===== src/rtl/core/assert_macros.svh =====
// ----------------------------------------------------------------------------
// Assertion macros
// Shared concurrent assertion forms; defining NO_ASSERTIONS compiles them out.
// ----------------------------------------------------------------------------
`ifndef ASSERT_MACROS_SVH
`define ASSERT_MACROS_SVH
`ifndef NO_ASSERTIONS
`define CHK_ALWAYS(lbl, expr) \
	lbl: assert property (@(posedge clk) disable iff (!arst_n) (expr)) \
		else $error("invariant check failed");
`define CHK_IMPLY(lbl, ante, cons) \
	lbl: assert property (@(posedge clk) disable iff (!arst_n) (ante) |-> (cons)) \
		else $error("implication check failed");
`else
`define CHK_ALWAYS(lbl, expr)
`define CHK_IMPLY(lbl, ante, cons)
`endif
`endif


===== src/rtl/core/hslru_pkg.sv =====
// ----------------------------------------------------------------------------
// hslru_pkg
// Port widths, register indexes, scan kinds and the controller/datapath
// command and status groups of the hinted segmented LRU cache.
// ----------------------------------------------------------------------------
package hslru_pkg;

	localparam int IN_TDATA_W  = 72;
	localparam int OUT_TDATA_W = 72;
	localparam int KEY_PORT_W  = 64;
	localparam int HINT_W      = 8;
	localparam int CFG_W       = 7;
	localparam int CFG_IDX_W   = 1;

	localparam logic [CFG_IDX_W-1:0] REG_TOTAL_CAP = 1'b0;
	localparam logic [CFG_IDX_W-1:0] REG_BASE_SIZE = 1'b1;

	localparam logic [CFG_W-1:0] RST_TOTAL_CAP = 7'd64;
	localparam logic [CFG_W-1:0] RST_BASE_SIZE = 7'd4;

	localparam logic [1:0] SCAN_MATCH  = 2'd0;
	localparam logic [1:0] SCAN_OLDEST = 2'd1;
	localparam logic [1:0] SCAN_RANK   = 2'd2;

	typedef struct packed {
		logic       accept;
		logic       mode_check;
		logic       scan_start;
		logic [1:0] scan_kind;
		logic       scan_seg_cur;
		logic       set_err;
		logic       remove_hit;
		logic       evict_early;
		logic       place_write;
		logic       hold_victim;
		logic       move_write;
		logic       cur_dec;
		logic       rank_init;
		logic       rank_write;
		logic       rank_finish;
		logic       lru_check;
		logic       evict_final;
		logic       emit;
	} cmd_t;

	typedef struct packed {
		logic scan_done;
		logic found;
		logic err_cond;
		logic place_en;
		logic slot_free;
		logic clock_max;
		logic cur_zero;
		logic over_cur;
		logic over0;
		logic out_free;
	} sts_t;

endpackage


===== src/rtl/core/hslru_ctrl.sv =====
// ----------------------------------------------------------------------------
// hslru_ctrl
// Request sequencer: hit search, placement, cascade of overflows, final
// eviction from segment zero and recency renumbering.
// ----------------------------------------------------------------------------
module hslru_ctrl (
	input  logic            clk,
	input  logic            arst_n,
	input  logic            s_tvalid,
	output logic            s_tready,
	input  hslru_pkg::sts_t sts,
	output hslru_pkg::cmd_t cmd
);
	import hslru_pkg::*;

	localparam logic [3:0] ST_IDLE   = 4'd0;
	localparam logic [3:0] ST_MCHK   = 4'd1;
	localparam logic [3:0] ST_HSCAN  = 4'd2;
	localparam logic [3:0] ST_PCHK   = 4'd3;
	localparam logic [3:0] ST_EVSCAN = 4'd4;
	localparam logic [3:0] ST_STAMP  = 4'd5;
	localparam logic [3:0] ST_RNEXT  = 4'd6;
	localparam logic [3:0] ST_RSCAN  = 4'd7;
	localparam logic [3:0] ST_CASC   = 4'd8;
	localparam logic [3:0] ST_MSCAN  = 4'd9;
	localparam logic [3:0] ST_LRUCHK = 4'd10;
	localparam logic [3:0] ST_F0CHK  = 4'd11;
	localparam logic [3:0] ST_FSCAN  = 4'd12;
	localparam logic [3:0] ST_FIN    = 4'd13;

	logic [3:0] state_q, state_d;
	logic       for_move_q, for_move_d;

	assign s_tready = (state_q == ST_IDLE);

	always_comb begin
		state_d    = state_q;
		for_move_d = for_move_q;
		cmd        = '0;
		case (state_q)
			ST_IDLE: begin
				if (s_tvalid) begin
					cmd.accept = 1'b1;
					state_d    = ST_MCHK;
				end
			end
			ST_MCHK: begin
				cmd.mode_check = 1'b1;
				cmd.scan_start = 1'b1;
				cmd.scan_kind  = SCAN_MATCH;
				state_d        = ST_HSCAN;
			end
			ST_HSCAN: begin
				if (sts.scan_done) begin
					if (sts.err_cond) begin
						cmd.set_err = 1'b1;
						state_d     = ST_FIN;
					end else begin
						cmd.remove_hit = 1'b1;
						state_d        = ST_PCHK;
					end
				end
			end
			ST_PCHK: begin
				if (!sts.place_en) begin
					state_d = ST_LRUCHK;
				end else if (sts.slot_free) begin
					for_move_d = 1'b0;
					state_d    = ST_STAMP;
				end else begin
					cmd.scan_start = 1'b1;
					cmd.scan_kind  = SCAN_OLDEST;
					state_d        = ST_EVSCAN;
				end
			end
			ST_EVSCAN: begin
				if (sts.scan_done) begin
					if (sts.found) begin
						cmd.evict_early = 1'b1;
						for_move_d      = 1'b0;
						state_d         = ST_STAMP;
					end else begin
						state_d = ST_LRUCHK;
					end
				end
			end
			ST_STAMP: begin
				if (sts.clock_max) begin
					cmd.rank_init = 1'b1;
					state_d       = ST_RNEXT;
				end else if (for_move_q) begin
					cmd.move_write = 1'b1;
					state_d        = ST_CASC;
				end else begin
					cmd.place_write = 1'b1;
					state_d         = ST_CASC;
				end
			end
			ST_RNEXT: begin
				cmd.scan_start = 1'b1;
				cmd.scan_kind  = SCAN_RANK;
				state_d        = ST_RSCAN;
			end
			ST_RSCAN: begin
				if (sts.scan_done) begin
					if (sts.found) begin
						cmd.rank_write = 1'b1;
						state_d        = ST_RNEXT;
					end else begin
						cmd.rank_finish = 1'b1;
						state_d         = ST_STAMP;
					end
				end
			end
			ST_CASC: begin
				if (sts.cur_zero) begin
					state_d = ST_LRUCHK;
				end else if (sts.over_cur) begin
					cmd.scan_start   = 1'b1;
					cmd.scan_kind    = SCAN_OLDEST;
					cmd.scan_seg_cur = 1'b1;
					state_d          = ST_MSCAN;
				end else begin
					cmd.cur_dec = 1'b1;
				end
			end
			ST_MSCAN: begin
				if (sts.scan_done) begin
					if (sts.found) begin
						cmd.hold_victim = 1'b1;
						for_move_d      = 1'b1;
						state_d         = ST_STAMP;
					end else begin
						cmd.cur_dec = 1'b1;
						state_d     = ST_CASC;
					end
				end
			end
			ST_LRUCHK: begin
				cmd.lru_check = 1'b1;
				state_d       = ST_F0CHK;
			end
			ST_F0CHK: begin
				if (sts.over0) begin
					cmd.scan_start = 1'b1;
					cmd.scan_kind  = SCAN_OLDEST;
					state_d        = ST_FSCAN;
				end else begin
					state_d = ST_FIN;
				end
			end
			ST_FSCAN: begin
				if (sts.scan_done) begin
					cmd.evict_final = sts.found;
					state_d         = ST_FIN;
				end
			end
			ST_FIN: begin
				if (sts.out_free) begin
					cmd.emit = 1'b1;
					state_d  = ST_IDLE;
				end
			end
			default: begin
				state_d = ST_IDLE;
			end
		endcase
	end

	always_ff @(posedge clk or negedge arst_n) begin
		if (!arst_n) begin
			state_q    <= ST_IDLE;
			for_move_q <= 1'b0;
		end else begin
			state_q    <= state_d;
			for_move_q <= for_move_d;
		end
	end

endmodule


===== config.mk =====
export PLATFORM = sky130hd
export DESIGN_NAME = hslru_ctrl
export DESIGN_NICKNAME = d
export VERILOG_FILES = /design/src/rtl/core/assert_macros.svh /design/src/rtl/core/hslru_pkg.sv /design/src/rtl/core/hslru_ctrl.sv
export SDC_FILE = /design/constraint.sdc
export NUM_CORES = 1
export LEC_CHECK = 0
export ABC_AREA = 1
export BUFFER_PORTS_ARGS = -buffer_cell sky130_fd_sc_hd__buf_2
export CAP_MARGIN = 0
export CELL_PAD_IN_SITES_DETAIL_PLACEMENT = 1
export CELL_PAD_IN_SITES_GLOBAL_PLACEMENT = 1
export CORE_MARGIN = 2
export CORE_UTILIZATION = 26
export DETAILED_ROUTE_END_ITERATION = 10
export PLACE_DENSITY = 0.77
export SETUP_SLACK_MARGIN = 0.15
export SLEW_MARGIN = 10
export SYNTH_ARGS = -nofsm -noshare
export SYNTH_HDL_FRONTEND = slang
export SYNTH_SLANG_ARGS = --single-unit
export TNS_END_PERCENT = 30

===== constraint.sdc =====
create_clock -name clk -period 1.18 [get_ports clk]
set_clock_uncertainty 0.05 [all_clocks]
set_input_delay 0.177 -clock clk [delete_from_list [all_inputs] [get_ports clk]]
set_output_delay 0.177 -clock clk [all_outputs]
set_load 0.01 [all_outputs]

=== After elaboration in Yosys (flattened, before gate mapping) ===
Cells that the tools add are included.

* Output and inout bits: 20
* Register bits: 5
* Input bits: 13
* Logic and storage cells: 94

* Muxes and demuxes: 63
* Reduce and logical (&&, ||, !) cells: 4
* Equal/unequal tests: 25

{| class="wikitable"
|+ Operator list
! operator !! count
|-
| 4-bit 2-to-1 mux || 16
|-
| 4-bit one-hot mux with 14 select lines || 1
|-
| 1-bit 2-to-1 mux || 35
|-
| 4-bit == test, second input constant || 6
|-
| 2-bit != test, second input constant || 11
|-
| 4-bit by 3-bit == test with 1-bit output, second input constant || 4
|-
| 3-bit one-hot mux with 5 select lines || 1
|-
| 2-bit 2-to-1 mux || 5
|-
| 3-bit 2-to-1 mux || 3
|-
| 4-bit by 2-bit == test with 1-bit output, second input constant || 2
|-
| 8-bit AND reduction || 1
|-
| 7-bit AND reduction || 1
|-
| 4-bit by 1-bit == test with 1-bit output, second input constant || 1
|-
| 4-bit zero test || 1
|-
| 3-bit != test, second input constant || 1
|-
| 1-bit one-hot mux with 3 select lines || 1
|-
| 3-bit nonzero test || 1
|-
| 1-bit one-hot mux with 2 select lines || 1
|}

=== Logic depth before layout (Yosys ltp) ===
* Depth in word-level cells: 3
* Depth in mapped cells: 9
* Mapped depth without buffers: 9

=== Least setup slack after synthesis ===
No wires, ideal clock.

* Path kind: reg2out
* Start: register state_q[2]
* End: output cmd[6] (netlist bit)
* Required time: 0.953 ns
* Arrival time: 1.146 ns
* Stages on the path, launching flop included: 6
* Path slack: -0.193 ns
* Path through: dfrtp_1 -> inv_2 -> nand2_1 -> nor2_1 -> nand2_1 -> o21ai_0

{| class="wikitable"
|+ RTL lines
! what !! line !! RTL
|-
| start: declaration || hslru_ctrl.sv:31 || <nowiki>logic [3:0] state_q, state_d;</nowiki>
|-
| start signal: assignment || hslru_ctrl.sv:175 || <nowiki>state_q <= state_d;</nowiki>
|-
| end: declaration || hslru_ctrl.sv:12 || <nowiki>output hslru_pkg::cmd_t cmd</nowiki>
|}

==> results.md <==
- Status: finished, violations left
- Failing checks: setup timing
- Area Growth Syn to Fin: 107.4%
- CTS tree: built
- Ys Warns: 0
- Total GRT Usage: 0.2502
- Antenna violations before repair: 0
- First-pass GRT wire length: 6527 um
- Setup ws final: -566.5 ps
- Multi-input logic area: 762.0 sq um
- Power per cell area: approximately 2400 nW/um^2
- FF+latch count, synth: 5
- Chip Height: roughly 60 um
- Vias per cell: about 5.0
- # DRC: 0
- Max VDD drop: 1.181 mV
- RSZ-0062 raised after global routing: true
- Detailed-route wire length per cell: about 17 um
- # Max-Cap Violations: 0
- CTS clk-pin slew, worst paths: 50 ps
- Slew margin rel.: 0.8090
- Syn Std Cell Area: between 700 and 800 sq um
- Most common cell after layout, fill and taps aside: nand2_1
- CTS H-tree depth: 1
- HP Class: in -> async
- Die span in x: between 50 and 60 um
- Gpl congestion: 0.8722
- Synth Net Count: around 180
- Peak Freq: between 0.5 and 0.6 GHz
- CTS max path bufs: 2
- Diodes inserted: 0
- Final core utilization: 0.5525
- Storage cell area: around 130 sq um
- Vias in the first global route: 1417
- Leak Pwr: roughly 1.0 nW
- CTS Root Cell: clkbuf_4
- Critical Path RT: ~950 ps
- Grt total ovfl: 0
- Worst Path Max Fanout: 4
- Slew Limit Fails: 0
- 1st-iter DRT viols: between 50 and 60
- Setup crit end kind: primary output
- Die Area: 3509 sq um
- DR pass1 iterations: 4
- Yosys cell types: 14
- Final Net Count: 260
- Period utilization: 1.480
- Core area: about 3000 sq um
- Final setup vio count: 25
- Final Hold Viols: 0
- Antenna-violating nets left: 0
- Port buffer count: 32
- Most frequent cells in the layout: 49 x nand2_1, 35 x buf_4, 30 x buf_2
- Fill cell count: ~430
- Number of CTS-inserted buffers: 3
- Hold slack final: roughly 230 ps
- Clk sinks: 5
- Syn Area/Cell: roughly 4.8 sq um
- Routed wire length: around 4700 um
- Cell row count: 20
- Starting Density: 0.2664
- I/O Pins: 33
- Worst setup SP type: register
- Register area share after synthesis: 0.1577
- DP Wirelength: roughly 2700 um
- Post-layout min period: around 1700 ps
- Vias: roughly 1400
- Worst-skew pair later-pin latency: about 250 ps
- Worst Max-Slew Pin Slew: 285.9 ps
- Share of cells above drive strength 1: 0.5650
- Post-Syn Instances: ~160
- WS Path Type: reg -> out
- Largest net degree at the start of global routing: 9
- Worst path arrival time: 1520 ps
[through the flow]
step	instance area [sq um]	cells	total power [mW]	setup WS, ps	setup TNS [ps]
after floorplan	804.5	164	1.470	-121.3	-956.7
after global placement	1179	252	2.293	-277.7	-4800
after detailed placement	1179	252	2.357	-315.8	-5617
after CTS	1474	269	3.266	-472.7	-10120
after global routing	1645	279	4.244	-629.1	-13370
final	1645	279	3.987	-566.5	-11630
[area by class of cell]
type                    instances  area share
clock buffers                   3     0.01369
clock inverters                 1    0.003042
inverters                      32     0.07452
multi-input cells             127      0.4631
flip-flops and latches          5     0.07909
well taps                      33     0.02510
repair buffers                 78      0.3414
[logic make-up (layout without fill, tap and decap cells)]
| family | count (synthesis) | count (layout) | synth area share |
|---|---|---|---|
| buffers and inverters | 32 | 114 | 0.1514 |
| flip-flops | 5 | 5 | 0.1577 |
| AND/OR/NAND/NOR | 125 | 125 | 0.6782 |
| AO/OA/AOI/OAI | 2 | 2 | 0.01262 |
[final timing paths]
check,from,cells past startpoint,slack (ps),endpoint
worst max-delay path,state_q[2],7,-570,cmd[16]
max in group asynchronous,arst_n,2,700,state_q[2]
worst min register to register,for_move_q,2,480,for_move_q
worst min-delay path,arst_n,2,230,state_q[3]
worst max register to register,state_q[0],11,-550,state_q[3]
min in group clk,sts[3],7,380,state_q[1]
[cells in the mapped netlist]
cell / n / area share
nand4_1: 1 / 0.0079
nand2_1: 63 / 0.30
inv_2: 3 / 0.014
nor2_4: 2 / 0.028
o21ai_0: 2 / 0.013
inv_1: 28 / 0.13
clkinv_1: 1 / 0.0047
dfrtp_1: 5 / 0.16
nor2_1: 31 / 0.15
nor2_2: 5 / 0.039
nand2_2: 4 / 0.032
nand3_1: 17 / 0.11
nand3_2: 1 / 0.013
nor3_1: 1 / 0.0063
[flip-flops by register name, summed over array words and instances, names as in the netlist]
| name | cells |
|---|---|
| state_q | 4 |
| for_move_q | 1 |
[critical path, stage by stage (launching register included)]
cell,delay [ps]
dfrtp_2,430
inv_2,90
buf_4,140
nand2_1,110
nor2_4,170
nand3_2,90
nand4_1,100
buf_2,130
[layer usage]
layer,global-route usage,up-vias,wire length [um],part of all wire
li1,-,652,-,-
met1,0.2870,672,1929,0.41
met2,0.4427,51,2442,0.52
met3,0.03930,16,188,0.040
met4,0.1266,0,161,0.034
met5,0,-,0,0
[repair_timing]
| item | CTS | global route |
|---|---|---|
| hold endpoints to repair | 5 | 0 |
| pin swaps | 11 | 12 |
| endpoints found under the setup margin | 25 | 25 |
| hold buffers | 1 | 0 |
| setup buffers | 12 | 10 |
| cloned | 0 | 0 |
| gates resized for setup | 51 | 22 |
[where the power goes]
group	switching, mW	internal, mW
sequential	0.130	0.262
combinational	1.91	1.48
clock	0.0792	0.123
total	2.12	1.86
Power figures use the tool's default switching activity.
